`config.mk`:
```
export PLATFORM = sky130hd
export DESIGN_NAME = eq_gain_normalize_tuner_unit
export DESIGN_NICKNAME = d
export VERILOG_FILES = /design/src/rtl/core/egnt_pkg.sv /design/src/rtl/core/eq_gain_normalize_tuner_unit.sv /design/src/rtl/core/egnt_div.sv
export SDC_FILE = /design/constraint.sdc
export NUM_CORES = 2
export LEC_CHECK = 0
export BUFFER_PORTS_ARGS = -buffer_cell sky130_fd_sc_hd__buf_2
export CAP_MARGIN = 20
export CORE_ASPECT_RATIO = 1.4
export CORE_MARGIN = 1
export CORE_UTILIZATION = 30
export CTS_CLUSTER_DIAMETER = 120
export DETAILED_ROUTE_END_ITERATION = 8
export PLACE_DENSITY = 0.51
export SETUP_SLACK_MARGIN = 0.3
export SKIP_LAST_GASP = 1
export SLEW_MARGIN = 20
export SYNTH_ARGS = -nofsm -noshare
export SYNTH_HDL_FRONTEND = slang
export SYNTH_SLANG_ARGS = --single-unit
```
`constraint.sdc`:
```
create_clock -name clk -period 9.8 [get_ports clk]
set_clock_uncertainty 0.2 [all_clocks]
set_input_delay 1.96 -clock clk [delete_from_list [all_inputs] [get_ports clk]]
set_output_delay 1.96 -clock clk [all_outputs]
set_load 0.005 [all_outputs]
```
`src/rtl/core/egnt_pkg.sv`:
```
// Package for the EQ gain normalize tuner: field widths, register reset values,
// mode and register codes, and the sequencer state type.
// No dependencies.
package egnt_pkg;

    localparam int DATA_W       = 16;
    localparam int BAND_COUNT_W = 5;
    localparam int MODE_W       = 2;
    localparam int SCORE_W      = 16;
    localparam int OUT_INDEX_W  = 4;
    localparam int CFG_INDEX_W  = 2;

    localparam int MAX_BANDS_DEF        = 16;
    localparam int NORMALIZE_PASSES_DEF = 1000;
    localparam int GAIN_WIDTH_DEF       = 16;

    localparam logic [BAND_COUNT_W-1:0] BAND_COUNT_RST     = 5'd10;
    localparam logic signed [DATA_W-1:0] MIN_GAIN_RST       = -16'sd2560;
    localparam logic signed [DATA_W-1:0] MAX_GAIN_RST       = 16'sd2560;
    localparam logic signed [DATA_W-1:0] SPEAKER_VOLUME_RST = 16'sd0;

    typedef enum logic [MODE_W-1:0] {
        MODE_PROPOSE = 2'd0,
        MODE_REFINE  = 2'd1,
        MODE_CLEAR   = 2'd2
    } mode_t;

    typedef enum logic [CFG_INDEX_W-1:0] {
        CFG_BAND_COUNT     = 2'd0,
        CFG_MIN_GAIN       = 2'd1,
        CFG_MAX_GAIN       = 2'd2,
        CFG_SPEAKER_VOLUME = 2'd3
    } cfg_index_t;

    typedef enum logic [3:0] {
        ST_IDLE,
        ST_COPY,
        ST_INIT,
        ST_DIV_GO,
        ST_DIV_WAIT,
        ST_APPLY,
        ST_VOLUME,
        ST_EMIT_RD,
        ST_EMIT_WR
    } state_t;

endpackage

```
`src/rtl/core/eq_gain_normalize_tuner_unit.sv`:
```
// A band word is taken only while the sequencer is idle. The last band word starts
// NORMALIZE_PASSES mean-removal passes over the bands in use, each waiting on the divider,
// preceded by a copy of the next set when the best set is refreshed; results then leave one band at a time.
// Throughput is set by the serial mean divider and the single read port of the gain memory.
// Reset (rst_n low, async): registers take their reset values, both gain sets read as zero
// through per-entry valid bits; no clearing pass is needed.
// Top level; depends on egnt_pkg and egnt_div.
module eq_gain_normalize_tuner_unit #(
    parameter int MAX_BANDS        = egnt_pkg::MAX_BANDS_DEF,
    parameter int NORMALIZE_PASSES = egnt_pkg::NORMALIZE_PASSES_DEF,
    parameter int GAIN_WIDTH       = egnt_pkg::GAIN_WIDTH_DEF
) (
    input  logic                                 clk,
    input  logic                                 rst_n,
    // band word channel
    input  logic                                 item_valid,
    output logic                                 item_stall,
    input  logic [egnt_pkg::MODE_W-1:0]          mode,
    input  logic signed [egnt_pkg::DATA_W-1:0]   band_delta,
    input  logic [egnt_pkg::SCORE_W-1:0]         score,
    input  logic                                 last_band,
    // result word channel
    output logic                                 res_valid,
    input  logic                                 res_stall,
    output logic                                 which_set,
    output logic [egnt_pkg::OUT_INDEX_W-1:0]     band_index,
    output logic signed [egnt_pkg::DATA_W-1:0]   band_gain,
    output logic signed [egnt_pkg::DATA_W-1:0]   new_volume,
    output logic                                 improved,
    output logic                                 last,
    // register write channel
    input  logic                                 cfg_valid,
    output logic                                 cfg_ready,
    input  logic [egnt_pkg::CFG_INDEX_W-1:0]     cfg_index,
    input  logic [egnt_pkg::DATA_W-1:0]          cfg_data
);

    import egnt_pkg::*;

    // Widths. A working band value is a 16-bit gain plus a 16-bit delta (17 bits); the pass
    // sum grows by log2 of the band count; the mean total grows by log2 of the pass count.
    localparam int IDX_W   = (MAX_BANDS > 1) ? $clog2(MAX_BANDS) : 1;
    localparam int CNT_W   = $clog2(MAX_BANDS + 1);
    localparam int GA_W    = IDX_W + 1;
    localparam int GM_DEPTH = 2 ** GA_W;
    localparam int WORK_W  = DATA_W + 1;
    localparam int DIFF_W  = WORK_W + 1;
    localparam int SUM_W   = WORK_W + $clog2(MAX_BANDS);
    localparam int PASS_W  = $clog2(NORMALIZE_PASSES + 1);
    localparam int TOT_W   = WORK_W + PASS_W + 1;
    localparam int VOL_W   = (GAIN_WIDTH > DATA_W) ? GAIN_WIDTH : DATA_W;
    localparam int SAT_W   = ((VOL_W > TOT_W) ? VOL_W : TOT_W) + 1;
    localparam int CMP_W   = (CNT_W > BAND_COUNT_W) ? CNT_W : BAND_COUNT_W;

    localparam logic signed [SAT_W-1:0] VOL_HI =
        {{(SAT_W - GAIN_WIDTH + 1){1'b0}}, {(GAIN_WIDTH - 1){1'b1}}};
    localparam logic signed [SAT_W-1:0] VOL_LO =
        {{(SAT_W - GAIN_WIDTH + 1){1'b1}}, {(GAIN_WIDTH - 1){1'b0}}};

    // Gain memory: lower half holds the next set, upper half the best set.
    // Entries carry a valid bit; an entry never written since reset or clear reads zero.
    logic [WORK_W-1:0] gain_mem [GM_DEPTH];
    logic [DATA_W-1:0] delta_mem [MAX_BANDS];

    logic              gm_re, gm_we;
    logic [GA_W-1:0]   gm_raddr, gm_waddr;
    logic [WORK_W-1:0] gm_wdata;
    logic [WORK_W-1:0] gm_rdata_reg;
    logic              gm_rvld_reg;
    logic              dm_re, dm_we;
    logic [IDX_W-1:0]  dm_raddr, dm_waddr;
    logic [DATA_W-1:0] dm_rdata_reg;

    logic [GM_DEPTH-1:0] gain_vld_reg, gain_vld_next;

    // sequencer and datapath state
    state_t                    state_reg, state_next;
    logic [CNT_W-1:0]          rd_cnt_reg, rd_cnt_next;
    logic                      p1_vld_reg, p1_vld_next;
    logic [IDX_W-1:0]          p1_idx_reg, p1_idx_next;
    logic [IDX_W-1:0]          emit_idx_reg, emit_idx_next;
    logic [PASS_W-1:0]         pass_reg, pass_next;
    logic signed [SUM_W-1:0]   sum_reg, sum_next;
    logic signed [WORK_W-1:0]  mean_reg, mean_next;
    logic signed [TOT_W-1:0]   total_reg, total_next;
    logic [CNT_W-1:0]          n_reg, n_next;
    logic                      sel_reg, sel_next;
    logic                      improved_reg, improved_next;
    logic [CNT_W-1:0]          band_counter_reg, band_counter_next;
    logic [SCORE_W-1:0]        best_score_reg, best_score_next;
    logic signed [VOL_W-1:0]   next_volume_reg, next_volume_next;
    logic signed [VOL_W-1:0]   best_volume_reg, best_volume_next;

    // configuration registers
    logic [BAND_COUNT_W-1:0]   band_count_reg, band_count_next;
    logic signed [DATA_W-1:0]  min_gain_reg, min_gain_next;
    logic signed [DATA_W-1:0]  max_gain_reg, max_gain_next;
    logic signed [DATA_W-1:0]  speaker_volume_reg, speaker_volume_next;

    // result register
    logic                      res_valid_reg, res_valid_next;
    logic                      res_which_reg, res_which_next;
    logic [OUT_INDEX_W-1:0]    res_index_reg, res_index_next;
    logic signed [DATA_W-1:0]  res_gain_reg, res_gain_next;
    logic signed [DATA_W-1:0]  res_vol_reg, res_vol_next;
    logic                      res_improved_reg, res_improved_next;
    logic                      res_last_reg, res_last_next;

    // combinational helpers
    logic                      item_accept;
    logic                      clr_sets;
    logic                      div_start, div_done;
    logic signed [SUM_W-1:0]   div_quot;
    logic signed [WORK_W-1:0]  mean_new;
    logic [IDX_W-1:0]          rd_idx;
    logic [CNT_W-1:0]          phase_lim;
    logic                      issue;
    logic signed [WORK_W-1:0]  g_rd;
    logic signed [WORK_W-1:0]  d_rd;
    logic signed [WORK_W-1:0]  w_init;
    logic signed [DIFF_W-1:0]  diff;
    logic signed [DIFF_W-1:0]  min_x, max_x;
    logic signed [DIFF_W-1:0]  clamped;
    logic signed [WORK_W-1:0]  clamped_w;
    logic signed [VOL_W-1:0]   vol_base;
    logic signed [SAT_W-1:0]   vol_sum;
    logic signed [SAT_W-1:0]   vol_sat;
    logic [CMP_W-1:0]          bc_wide;
    logic [CNT_W-1:0]          used_bands;
    logic                      emit_is_last;

    assign item_stall  = (state_reg != ST_IDLE);
    assign item_accept = item_valid && !item_stall;
    assign cfg_ready   = 1'b1;

    // bands in use: zero acts as one, anything above the memory depth as the depth
    assign bc_wide    = CMP_W'(band_count_reg);
    assign used_bands = (bc_wide == '0) ? CNT_W'(1) :
                        (bc_wide > CMP_W'(MAX_BANDS)) ? CNT_W'(MAX_BANDS) : CNT_W'(bc_wide);

    // read/modify/write pipeline: issue a read at rd_cnt, write it back in the next cycle
    assign rd_idx    = rd_cnt_reg[IDX_W-1:0];
    assign phase_lim = (state_reg == ST_COPY) ? CNT_W'(MAX_BANDS) : n_reg;
    assign issue     = (rd_cnt_reg < phase_lim);

    assign g_rd   = gm_rvld_reg ? $signed(gm_rdata_reg) : '0;
    assign d_rd   = (CNT_W'(p1_idx_reg) < band_counter_reg) ?
                    WORK_W'($signed(dm_rdata_reg)) : '0;
    assign w_init = g_rd + d_rd;

    // subtract the mean, then clamp; a band below min wins over one above max
    assign diff      = DIFF_W'(g_rd) - DIFF_W'(mean_reg);
    assign min_x     = DIFF_W'(min_gain_reg);
    assign max_x     = DIFF_W'(max_gain_reg);
    assign clamped   = (diff < min_x) ? min_x : ((diff > max_x) ? max_x : diff);
    assign clamped_w = WORK_W'(clamped);

    assign mean_new = WORK_W'(div_quot);

    // volume: propose starts from the applied speaker volume, refine from the best volume
    assign vol_base = sel_reg ? best_volume_reg : VOL_W'(speaker_volume_reg);
    assign vol_sum  = SAT_W'(vol_base) + SAT_W'(total_reg);
    assign vol_sat  = (vol_sum > VOL_HI) ? VOL_HI : ((vol_sum < VOL_LO) ? VOL_LO : vol_sum);

    assign emit_is_last = (CNT_W'(emit_idx_reg) == (n_reg - CNT_W'(1)));

    egnt_div #(
        .NUM_W (SUM_W),
        .DEN_W (CNT_W)
    ) u_div (
        .clk   (clk),
        .rst_n (rst_n),
        .start (div_start),
        .num   (sum_reg),
        .den   (n_reg),
        .done  (div_done),
        .quot  (div_quot)
    );

    always_comb
    begin
        state_next          = state_reg;
        rd_cnt_next         = rd_cnt_reg;
        p1_vld_next         = 1'b0;
        p1_idx_next         = p1_idx_reg;
        emit_idx_next       = emit_idx_reg;
        pass_next           = pass_reg;
        sum_next            = sum_reg;
        mean_next           = mean_reg;
        total_next          = total_reg;
        n_next              = n_reg;
        sel_next            = sel_reg;
        improved_next       = improved_reg;
        band_counter_next   = band_counter_reg;
        best_score_next     = best_score_reg;
        next_volume_next    = next_volume_reg;
        best_volume_next    = best_volume_reg;
        band_count_next     = band_count_reg;
        min_gain_next       = min_gain_reg;
        max_gain_next       = max_gain_reg;
        speaker_volume_next = speaker_volume_reg;
        res_valid_next      = res_valid_reg;
        res_which_next      = res_which_reg;
        res_index_next      = res_index_reg;
        res_gain_next       = res_gain_reg;
        res_vol_next        = res_vol_reg;
        res_improved_next   = res_improved_reg;
        res_last_next       = res_last_reg;
        gm_re               = 1'b0;
        gm_raddr            = {sel_reg, rd_idx};
        gm_we               = 1'b0;
        gm_waddr            = {sel_reg, p1_idx_reg};
        gm_wdata            = clamped_w;
        dm_re               = 1'b0;
        dm_raddr            = rd_idx;
        dm_we               = 1'b0;
        dm_waddr            = band_counter_reg[IDX_W-1:0];
        clr_sets            = 1'b0;
        div_start           = 1'b0;

        // the user must write registers only while idle; the block itself does not enforce it
        if (cfg_valid && cfg_ready)
        begin
            case (cfg_index)
                CFG_BAND_COUNT:     band_count_next     = cfg_data[BAND_COUNT_W-1:0];
                CFG_MIN_GAIN:       min_gain_next       = cfg_data;
                CFG_MAX_GAIN:       max_gain_next       = cfg_data;
                CFG_SPEAKER_VOLUME: speaker_volume_next = cfg_data;
                default: ;
            endcase
        end

        // drop the result word once taken
        if (res_valid_reg && !res_stall)
        begin
            res_valid_next = 1'b0;
        end

        case (state_reg)
            ST_IDLE:
            begin
                if (item_accept)
                begin
                    case (mode)
                        MODE_CLEAR:
                        begin
                            clr_sets          = 1'b1;
                            best_score_next   = '0;
                            next_volume_next  = VOL_W'(speaker_volume_reg);
                            best_volume_next  = VOL_W'(speaker_volume_reg);
                            band_counter_next = '0;
                        end
                        MODE_PROPOSE, MODE_REFINE:
                        begin
                            // buffer the delta; drop it when the buffer is full
                            if (band_counter_reg < CNT_W'(MAX_BANDS))
                            begin
                                dm_we             = 1'b1;
                                band_counter_next = band_counter_reg + CNT_W'(1);
                            end
                            if (last_band)
                            begin
                                n_next        = used_bands;
                                sel_next      = (mode == MODE_REFINE);
                                improved_next = 1'b0;
                                sum_next      = '0;
                                total_next    = '0;
                                pass_next     = '0;
                                rd_cnt_next   = '0;
                                state_next    = ST_INIT;
                                if ((mode == MODE_PROPOSE) && (score > best_score_reg))
                                begin
                                    improved_next    = 1'b1;
                                    best_score_next  = score;
                                    best_volume_next = next_volume_reg;
                                    state_next       = ST_COPY;
                                end
                            end
                        end
                        default: ;
                    endcase
                end
            end

            ST_COPY, ST_INIT, ST_APPLY:
            begin
                if (issue)
                begin
                    gm_re       = 1'b1;
                    gm_raddr    = {(state_reg == ST_COPY) ? 1'b0 : sel_reg, rd_idx};
                    dm_re       = (state_reg == ST_INIT);
                    rd_cnt_next = rd_cnt_reg + CNT_W'(1);
                    p1_vld_next = 1'b1;
                    p1_idx_next = rd_idx;
                end
                if (p1_vld_reg)
                begin
                    gm_we = 1'b1;
                    case (state_reg)
                        ST_COPY:
                        begin
                            gm_waddr = {1'b1, p1_idx_reg};
                            gm_wdata = g_rd;
                        end
                        ST_INIT:
                        begin
                            gm_wdata = w_init;
                            sum_next = sum_reg + SUM_W'(w_init);
                        end
                        default:
                        begin
                            gm_wdata = clamped_w;
                            sum_next = sum_reg + SUM_W'(clamped_w);
                        end
                    endcase
                end
                if (!issue && !p1_vld_reg)
                begin
                    rd_cnt_next = '0;
                    case (state_reg)
                        ST_COPY: state_next = ST_INIT;
                        ST_INIT: state_next = ST_DIV_GO;
                        default:
                        begin
                            if (pass_reg == PASS_W'(NORMALIZE_PASSES - 1))
                            begin
                                state_next = ST_VOLUME;
                            end
                            else
                            begin
                                pass_next  = pass_reg + PASS_W'(1);
                                state_next = ST_DIV_GO;
                            end
                        end
                    endcase
                end
            end

            ST_DIV_GO:
            begin
                div_start  = 1'b1;
                state_next = ST_DIV_WAIT;
            end

            ST_DIV_WAIT:
            begin
                if (div_done)
                begin
                    mean_next  = mean_new;
                    total_next = total_reg + TOT_W'(mean_new);
                    sum_next   = '0;
                    state_next = ST_APPLY;
                end
            end

            ST_VOLUME:
            begin
                if (sel_reg)
                begin
                    best_volume_next = VOL_W'(vol_sat);
                end
                else
                begin
                    next_volume_next = VOL_W'(vol_sat);
                end
                band_counter_next = '0;
                emit_idx_next     = '0;
                state_next        = ST_EMIT_RD;
            end

            ST_EMIT_RD:
            begin
                gm_re      = 1'b1;
                gm_raddr   = {sel_reg, emit_idx_reg};
                state_next = ST_EMIT_WR;
            end

            ST_EMIT_WR:
            begin
                // read data holds until the next read, so wait here for a free slot
                if (!res_valid_reg || !res_stall)
                begin
                    res_valid_next    = 1'b1;
                    res_which_next    = sel_reg;
                    res_index_next    = OUT_INDEX_W'(emit_idx_reg);
                    res_gain_next     = DATA_W'(g_rd);
                    res_vol_next      = DATA_W'(sel_reg ? best_volume_reg : next_volume_reg);
                    res_improved_next = improved_reg;
                    res_last_next     = emit_is_last;
                    if (emit_is_last)
                    begin
                        state_next = ST_IDLE;
                    end
                    else
                    begin
                        emit_idx_next = emit_idx_reg + IDX_W'(1);
                        state_next    = ST_EMIT_RD;
                    end
                end
            end

            default:
            begin
                state_next = ST_IDLE;
            end
        endcase
    end

    // valid bits: clear mode wipes both sets at once, any write marks its entry
    always_comb
    begin
        gain_vld_next = gain_vld_reg;
        if (clr_sets)
        begin
            gain_vld_next = '0;
        end
        if (gm_we)
        begin
            gain_vld_next[gm_waddr] = 1'b1;
        end
    end

    always_ff @(posedge clk)
    begin
        if (gm_we)
        begin
            gain_mem[gm_waddr] <= gm_wdata;
        end
        if (gm_re)
        begin
            gm_rdata_reg <= gain_mem[gm_raddr];
        end
    end

    always_ff @(posedge clk)
    begin
        if (dm_we)
        begin
            delta_mem[dm_waddr] <= band_delta;
        end
        if (dm_re)
        begin
            dm_rdata_reg <= delta_mem[dm_raddr];
        end
    end

    always_ff @(posedge clk or negedge rst_n)
    begin
        if (!rst_n)
        begin
            state_reg          <= ST_IDLE;
            rd_cnt_reg         <= '0;
            p1_vld_reg         <= 1'b0;
            p1_idx_reg         <= '0;
            emit_idx_reg       <= '0;
            pass_reg           <= '0;
            sum_reg            <= '0;
            mean_reg           <= '0;
            total_reg          <= '0;
            n_reg              <= CNT_W'(1);
            sel_reg            <= 1'b0;
            improved_reg       <= 1'b0;
            band_counter_reg   <= '0;
            best_score_reg     <= '0;
            next_volume_reg    <= '0;
            best_volume_reg    <= '0;
            band_count_reg     <= BAND_COUNT_RST;
            min_gain_reg       <= MIN_GAIN_RST;
            max_gain_reg       <= MAX_GAIN_RST;
            speaker_volume_reg <= SPEAKER_VOLUME_RST;
            res_valid_reg      <= 1'b0;
            gain_vld_reg       <= '0;
            gm_rvld_reg        <= 1'b0;
        end
        else
        begin
            state_reg          <= state_next;
            rd_cnt_reg         <= rd_cnt_next;
            p1_vld_reg         <= p1_vld_next;
            p1_idx_reg         <= p1_idx_next;
            emit_idx_reg       <= emit_idx_next;
            pass_reg           <= pass_next;
            sum_reg            <= sum_next;
            mean_reg           <= mean_next;
            total_reg          <= total_next;
            n_reg              <= n_next;
            sel_reg            <= sel_next;
            improved_reg       <= improved_next;
            band_counter_reg   <= band_counter_next;
            best_score_reg     <= best_score_next;
            next_volume_reg    <= next_volume_next;
            best_volume_reg    <= best_volume_next;
            band_count_reg     <= band_count_next;
            min_gain_reg       <= min_gain_next;
            max_gain_reg       <= max_gain_next;
            speaker_volume_reg <= speaker_volume_next;
            res_valid_reg      <= res_valid_next;
            gain_vld_reg       <= gain_vld_next;
            if (gm_re)
            begin
                gm_rvld_reg <= gain_vld_reg[gm_raddr];
            end
        end
    end

    // result payload holds while stalled; no reset needed
    always_ff @(posedge clk)
    begin
        res_which_reg    <= res_which_next;
        res_index_reg    <= res_index_next;
        res_gain_reg     <= res_gain_next;
        res_vol_reg      <= res_vol_next;
        res_improved_reg <= res_improved_next;
        res_last_reg     <= res_last_next;
    end

    assign res_valid  = res_valid_reg;
    assign which_set  = res_which_reg;
    assign band_index = res_index_reg;
    assign band_gain  = res_gain_reg;
    assign new_volume = res_vol_reg;
    assign improved   = res_improved_reg;
    assign last       = res_last_reg;

endmodule

```
`src/rtl/core/egnt_div.sv`:
```
// Iterative signed-by-unsigned divider, one quotient bit per cycle,
// quotient truncated toward zero. Standalone; no package dependency.
module egnt_div #(
    parameter int NUM_W = 21,
    parameter int DEN_W = 5
) (
    input  logic                    clk,
    input  logic                    rst_n,
    input  logic                    start,
    input  logic signed [NUM_W-1:0] num,
    input  logic        [DEN_W-1:0] den,
    output logic                    done,
    output logic signed [NUM_W-1:0] quot
);

    localparam int STEP_W = $clog2(NUM_W + 1);

    logic [NUM_W-1:0]  mag_reg, mag_next;
    logic [DEN_W-1:0]  rem_reg, rem_next;
    logic [DEN_W-1:0]  den_reg, den_next;
    logic              neg_reg, neg_next;
    logic [STEP_W-1:0] step_reg, step_next;
    logic              busy_reg, busy_next;
    logic              done_reg, done_next;

    logic [DEN_W:0]    trial;
    logic [DEN_W:0]    trial_sub;
    logic              trial_ge;
    logic [NUM_W-1:0]  num_abs;

    assign trial     = {rem_reg, mag_reg[NUM_W-1]};
    assign trial_sub = trial - {1'b0, den_reg};
    assign trial_ge  = (trial >= {1'b0, den_reg});
    assign num_abs   = num[NUM_W-1] ? (~num + NUM_W'(1)) : num;

    always_comb
    begin
        mag_next  = mag_reg;
        rem_next  = rem_reg;
        den_next  = den_reg;
        neg_next  = neg_reg;
        step_next = step_reg;
        busy_next = busy_reg;
        done_next = 1'b0;
        if (start)
        begin
            mag_next  = num_abs;
            rem_next  = '0;
            den_next  = den;
            neg_next  = num[NUM_W-1];
            step_next = '0;
            busy_next = 1'b1;
        end
        else if (busy_reg)
        begin
            // shift in one quotient bit, keep the partial remainder below den
            mag_next  = {mag_reg[NUM_W-2:0], trial_ge};
            rem_next  = trial_ge ? trial_sub[DEN_W-1:0] : trial[DEN_W-1:0];
            step_next = step_reg + STEP_W'(1);
            if (step_reg == STEP_W'(NUM_W - 1))
            begin
                busy_next = 1'b0;
                done_next = 1'b1;
            end
        end
    end

    always_ff @(posedge clk or negedge rst_n)
    begin
        if (!rst_n)
        begin
            mag_reg  <= '0;
            rem_reg  <= '0;
            den_reg  <= '0;
            neg_reg  <= 1'b0;
            step_reg <= '0;
            busy_reg <= 1'b0;
            done_reg <= 1'b0;
        end
        else
        begin
            mag_reg  <= mag_next;
            rem_reg  <= rem_next;
            den_reg  <= den_next;
            neg_reg  <= neg_next;
            step_reg <= step_next;
            busy_reg <= busy_next;
            done_reg <= done_next;
        end
    end

    assign done = done_reg;
    assign quot = neg_reg ? $signed(~mag_reg + NUM_W'(1)) : $signed(mag_reg);

endmodule

```
# Word-level counts from Yosys, hierarchy flattened

Memories as Yosys holds them, arrays and structs flattened. A register that Yosys moved wholly into a read port is not among the register bits.
Cells that the tools add are included.
W data, S select, Z words.

$add $sub $neg: 15
$lt $le $gt $ge: 13
Equal/unequal tests: 37
Multiplexer cells: 120
Bitwise logic cells: 3
Reduce and logical (&&, ||, !) cells: 44

Operators with widths:

| operator                | number |
|---|---|
| $mux W16                | 13 |
| $mux W21                | 8 |
| $pmux W16 S2            | 4 |
| $mux W17                | 7 |
| $mux W28                | 4 |
| $mux W5                 | 19 |
| $mux W32                | 2 |
| $pmux W21 S3            | 1 |
| $mux W10                | 6 |
| $pmux W28 S2            | 1 |
| $add A21 B17 Y21        | 2 |
| $pmux W21 S2            | 1 |
| $pmux W5 S2             | 4 |
| $pmux W17 S2            | 1 |
| $mux W4                 | 8 |
| $or A32 B32 Y32         | 1 |
| $mux W1                 | 31 |
| $add A16 B28 Y29        | 1 |
| $gt A29 B16 Y1 const B  | 1 |
| $lt A29 B16 Y1 const B  | 1 |
| $add A28 B17 Y28        | 1 |
| $pmux W4 S7             | 1 |
| $ne A2 B2 Y1 const B    | 13 |
| $add A21 B2 Y21 const B | 1 |
| other kinds (57)        | 100 |

Register bits after elaboration: 319
Memory bits (writable): 800
Input bits: 58
Output and inout bits: 42
Memories kept: 2

Memories:

| name      | words | width | rd ports | clocked after memory_dff | wr ports | RTL line                           | RTL |
|---|---|---|---|---|---|---|---|
| gain_mem  | 32    | 17    | 1        | 1                        | 1        | eq_gain_normalize_tuner_unit.sv:62 | `logic [WORK_W-1:0] gain_mem [GM_DEPTH];` |
| delta_mem | 16    | 16    | 1        | 1                        | 1        | eq_gain_normalize_tuner_unit.sv:63 | `logic [DATA_W-1:0] delta_mem [MAX_BANDS];` |

# Logic depth before layout (Yosys ltp)

Depth in word-level cells: 10
Mapped depth: 40
Mapped depth without buffers: 36

# Modules after synthesis

Synthesis repeated with hierarchy kept, for this count alone.

Cell total of the unflattened synthesis: 4128
Area total of the unflattened synthesis: 54697.5 um^2

Modules (own cells, without submodules):

| module                       | times used | cells each | area each (um^2) | sequential area each (um^2) |
|---|---|---|---|---|
| eq_gain_normalize_tuner_unit | 1          | 3782       | 51712.1          | 32229.7 |
| egnt_div                     | 1          | 346        | 2985.4           | 975.9 |

# Least setup slack after synthesis

No wires, ideal clock.

Path type: reg2reg
From: reg gm_rvld_reg
To: reg sum_reg[20]
Arrival time: 7.491 ns
Required time: 9.518 ns
Slack: 2.027 ns
Cell stages (with the launch flop): 40
Path through: dfrtp_1 > buf_2 > clkbuf_1 > clkbuf_1 > nand2_1 > ha_1 > inv_1 > ha_1 > o211a_1 > o311ai_2 > a31oi_2 > a2111oi_2 > o31ai_1 > xnor2_1 > inv_1 > ha_1 > nand4_1 > nor3_1 > [4 not listed] > or2_2 > a21oi_1 > a21oi_1 > o21ai_0 > ha_1 > fa_1 > a21o_1 > a221oi_1 > a211oi_1 > nor2b_1 > nand2b_1 > a21oi_1 > a211oi_1 > o21bai_1 > a21oi_1 > xor2_1 > a21oi_1 > o22ai_1

Cells in the longest elaborated chain, start to end: 9
Elaborated cells on any way between the ends: 12
Those cells by class: add/sub: 4; order compare: 2; mux: 6

Ends and longest elaborated chain:

| element                  | RTL line                            | RTL |
|---|---|---|
| start: declaration       | eq_gain_normalize_tuner_unit.sv:69  | `logic gm_rvld_reg;` |
| start signal: assignment | eq_gain_normalize_tuner_unit.sv:501 | `gm_rvld_reg <= gain_vld_reg[gm_raddr];` |
| $mux W17 (*)             | eq_gain_normalize_tuner_unit.sv:146 | `assign g_rd = gm_rvld_reg ? $signed(gm_rdata_reg) : '0;` |
| $sub A17 B17 Y18         | eq_gain_normalize_tuner_unit.sv:152 | `assign diff = DIFF_W'(g_rd) - DIFF_W'(mean_reg);` |
| $gt A18 B16 Y1           | eq_gain_normalize_tuner_unit.sv:155 | `assign clamped = (diff < min_x) ? min_x : ((diff > max_x) ? max_x : diff);` |
| $mux W17 (2 in a row)    | eq_gain_normalize_tuner_unit.sv:155 |  |
| $add A21 B17 Y21         | eq_gain_normalize_tuner_unit.sv:313 | `sum_next = sum_reg + SUM_W'(clamped_w);` |
| $pmux W21 S2 (*)         | eq_gain_normalize_tuner_unit.sv:299 | `case (state_reg)` |
| $mux W21 (*)             | eq_gain_normalize_tuner_unit.sv:296 | `if (p1_vld_reg)` |
| $pmux W21 S3 (*)         | eq_gain_normalize_tuner_unit.sv:239 | `case (state_reg)` |
| end signal: assignment   | eq_gain_normalize_tuner_unit.sv:483 | `sum_reg <= sum_next;` |
| end: declaration         | eq_gain_normalize_tuner_unit.sv:83  | `logic signed [SUM_W-1:0] sum_reg, sum_next;` |

Mark *: on every way between the ends. The rest lies on a longest branch, timed or not. The select of a mux whose other input is x is not followed.
A chain may end at the register's enable or synchronous reset.

# Final worst setup path

From: reg gm_rvld_reg
To: reg sum_reg[20]

Cells in the longest elaborated chain, start to end: 9
Elaborated cells on any way between the ends: 12
Those cells by class: add/sub: 4; order compare: 2; mux: 6

Ends and longest elaborated chain:

| element               | RTL line                            | RTL |
|---|---|---|
| $mux W17 (*)          | eq_gain_normalize_tuner_unit.sv:146 |  |
| via g_rd[4]           | eq_gain_normalize_tuner_unit.sv:118 | `logic signed [WORK_W-1:0] g_rd;` |
| $sub A17 B17 Y18      | eq_gain_normalize_tuner_unit.sv:152 |  |
| $gt A18 B16 Y1        | eq_gain_normalize_tuner_unit.sv:155 |  |
| $mux W17 (2 in a row) | eq_gain_normalize_tuner_unit.sv:155 |  |
| $add A21 B17 Y21      | eq_gain_normalize_tuner_unit.sv:313 |  |
| $pmux W21 S2 (*)      | eq_gain_normalize_tuner_unit.sv:299 |  |
| $mux W21 (*)          | eq_gain_normalize_tuner_unit.sv:296 |  |
| $pmux W21 S3 (*)      | eq_gain_normalize_tuner_unit.sv:239 |  |

The timed path passes the listed nets; every way through them passes the cells marked *. The select of a mux whose other input is x is not followed.

==> results.cfg <==
[outcome]
status = finished clean

[place]
post-place-cells = 6361
place.gp.congestion = 0.855
dp_hpwl_um = 102000
port_buffers = 98

[sta]
setup_viol = 0
maxSlewHeadroom_pct = 26.9
rsz0062_at_grt = no
hold_violations = 0
period_share_pct = 89.2
period_needed_ps = 8740
fin_setup_tns_ps = 0
maxSlewViolCount = 0
max_freq_ghz = 0.114
worst_slew_pin_slew_ps = 1090

[floorplanning]
io_pins = 100
die-area_um2 = 182000
die_h_um = 504
fp.dieW_um = 361
start_util_pct = 30.3
coreArea_um2 = 178000
rows = 183

[clocking]
cts_hold_buf = 0
htreeDepth = 3
cts_tree = done
cts_setup_buffers = 0
cts_buffers = 112
cts_root_buf = clkbuf_16
clk_path_buf_depth = 3
clkTransAtPathRegs_ps = 70
numClockSinks = 1152
worstSkewPairLatency_ps = 740

[route]
drt_iter0_drc = 2346
viasPerCell = 5.12
via_count = 33700
drt-total-wl_um = 154000
dr.pass1.iters = 5
ant_nets = 0
drc = 0
wl_per_cell_um = 23.4

[global_route]
grt_first_pass_wirelength_um = 228000
grt_max_degree = 102
antenna_found_initial = 13
grt_remaining_overflow = 0
first_global_vias = 34300
grt_usage_pct = 16.8

[power]
power_leakage_nw = 23.2
power.density_nw_per_um2 = 391
vdd_drop_max_v = 0.000396

[synthesis]
synth-seq-cells = 1152
muxShareOfSynthArea_pct = 10.8
synth_edf_count = 872
synth_ff_type = edfxtp_1
synth_seq_area_share_pct = 61.5
async_reset_ff_share_pct = 24.3
yosys.area_share.simple_pct = 8.87
syn_area_um2 = 54000
ys_warn_count = 0
synth_top_family_by_area = multiplexers
syn_nets = 4269
synthAdderAreaFrac_pct = 4.39
synth-xor-area-share_pct = 2.33
ys_types = 91
synth_compound_area_share_pct = 9.64
syn_inst = 4024
avgSynthCellArea_um2 = 13.4

[setup_path]
critPathRequiredTime_ps = 10250
r2r_cells = 33
start_kind = register
r2r_slack_ps = 1060
crit_path_end_kind = register
worstSetupEndpoint = sum_reg[20]$_DFFE_PN0P_
crit_start = gm_rvld_reg$_DFFE_PN0P_
cp_slowest_cell = dfrtp_2
cp_data_arrival_time_ps = 9190
cpPeakStageDelay_ps = 580
worstReg2RegStart = gm_rvld_reg$_DFFE_PN0P_
setup.worst_path.class = reg2reg
cp_max_fo = 22
cpMostUsedCell = a21oi_1
r2r-end = sum_reg[20]$_DFFE_PN0P_

[final_layout]
layout-drive-gt1-share_pct = 17.2
fin_nets = 4409
fillers = 17400
final_cells = 6576
largest_reg_flops = 544
area.growth.synth_to_final_pct = 13.9

[hold_path]
hold_class = reg2reg

[job]
maxCapViolCount = 0
critical path: cells and delay by family (launching register included):
family | cells | cell delay (ps)
flops | 1 | 580
compound gates | 19 | 4300
fa+ha+maj | 4 | 1260
buf+inv | 1 | 220
simple gates | 7 | 1610
xor+xnor | 2 | 440
metal layers:
| layer | routed length, um | part of all wire (%) | global-route usage [%] |
|---|---|---|---|
| met4 | 5730 | 3.7 | 6.57 |
| met5 | 66 | 0.043 | 0 |
| met2 | 79500 | 52 | 30.2 |
| met1 | 62800 | 41 | 20.3 |
| met3 | 5560 | 3.6 | 2.00 |
Yosys cell counts, types with 17 or more instances:
cell,n,area [um2]
or3_1,18,113
mux4_2,176,3960
inv_1,164,616
a31oi_1,18,113
mux2_2,70,788
nand2b_1,18,113
a21oi_1,157,786
a221oi_1,21,184
a21o_1,81,608
buf_1,23,86.3
xnor2_1,89,780
nor2_1,192,721
nand4_1,29,181
a22o_1,24,210
nand3_1,131,656
xor2_1,53,464
a22oi_1,32,240
nor3_1,41,205
ha_1,183,2290
mux2i_1,105,1050
dfrtp_1,269,6730
nor2b_1,38,238
and2_1,46,288
clkbuf_1,134,503
nand3b_1,27,203
o21ai_0,261,1310
o31ai_1,19,143
edfxtp_1,872,26200
o21a_1,17,128
buf_2,23,115
nand2_1,449,1690
a211oi_1,17,128
where the power goes:
group / switching, mW / internal (mW) / leakage [nW]
registers: 0.508 / 7.89 / 11.4
clock network: 1.95 / 2.38 / 1.77
logic: 7.54 / 3.78 / 10.0
total: 10.0 / 14.0 / 23.2
cell families (layout without fill, tap and decap cells):
kind of cell,count (synthesis),in the layout
XOR/XNOR,143,143
AND/OR/NAND/NOR,1044,1044
AO/OA/AOI/OAI,796,796
multiplexers,353,353
adder cells (fa/ha/maj),187,187
other,1,2
buffers and inverters,348,587
flip-flops,1152,1152
cell usage in the layout (no fill, tap or decap), types with 32 or more instances in the layout:
master and n:
o21ai_0 248, edfxtp_1 872, mux2_2 69, a21oi_1 153, dfrtp_1 264, buf_4 108
nand2_1 449, nor3_1 38, buf_2 97, clkbuf_16 114, mux4_2 176, mux2i_1 102
xnor2_1 89, nor2b_1 37, ha_1 183, and2_1 43, nor2_1 163, a21o_1 81
nand3_1 131, xor2_1 53, inv_1 164, a22oi_1 32
stage by stage:
step                util, %  area, um2  hold WS [ps]  power (mW)  setup WS [ps]
detailed placement     32.5      57800           262        20.0            873
CTS                    34.5      61500           276        24.4            818
floorplan                 -      54000           223        15.6           2030
finish                 34.5      61500           275        24.1           1060
global route           34.5      61500           279        25.5            365
global placement       32.4      57800           253        19.7            995
what timing repair did:
action,in CTS,in global routing
endpoints found under the setup margin,0,2
gates resized for setup,0,1
hold endpoints to repair,0,0
cell type report:
type / count / area (um2) / area share [%]
Multi-Input combinational cell: 2524 / 19700 / 32.1
Sequential cell: 1152 / 33200 / 54.0
Clock inverter: 66 / 637 / 1.04
Clock buffer: 147 / 3030 / 4.92
Tap cell: 2312 / 2890 / 4.70
Antenna cell: 1 / 2.50 / 0.00407
Timing Repair Buffer: 210 / 1380 / 2.24
Inverter: 164 / 616 / 1.00
worst min-delay path by stage:
stage	from	cells past startpoint	to	slack, ps
finish	gain_vld_reg[13]$_DFF_PN0_	1	gain_vld_reg[13]$_DFF_PN0_	280
global route	gain_vld_reg[13]$_DFF_PN0_	1	gain_vld_reg[13]$_DFF_PN0_	280
CTS	gain_vld_reg[13]$_DFF_PN0_	1	gain_vld_reg[13]$_DFF_PN0_	280
detailed placement	gain_vld_reg[25]$_DFF_PN0_	1	gain_vld_reg[25]$_DFF_PN0_	260
global placement	gain_vld_reg[25]$_DFF_PN0_	1	gain_vld_reg[25]$_DFF_PN0_	250
floorplan	emit_idx_reg[2]$_DFFE_PN0P_	0	band_index[2]$_DFFE_PP_	220
Note: power is estimated with default switching activity, not from simulation.
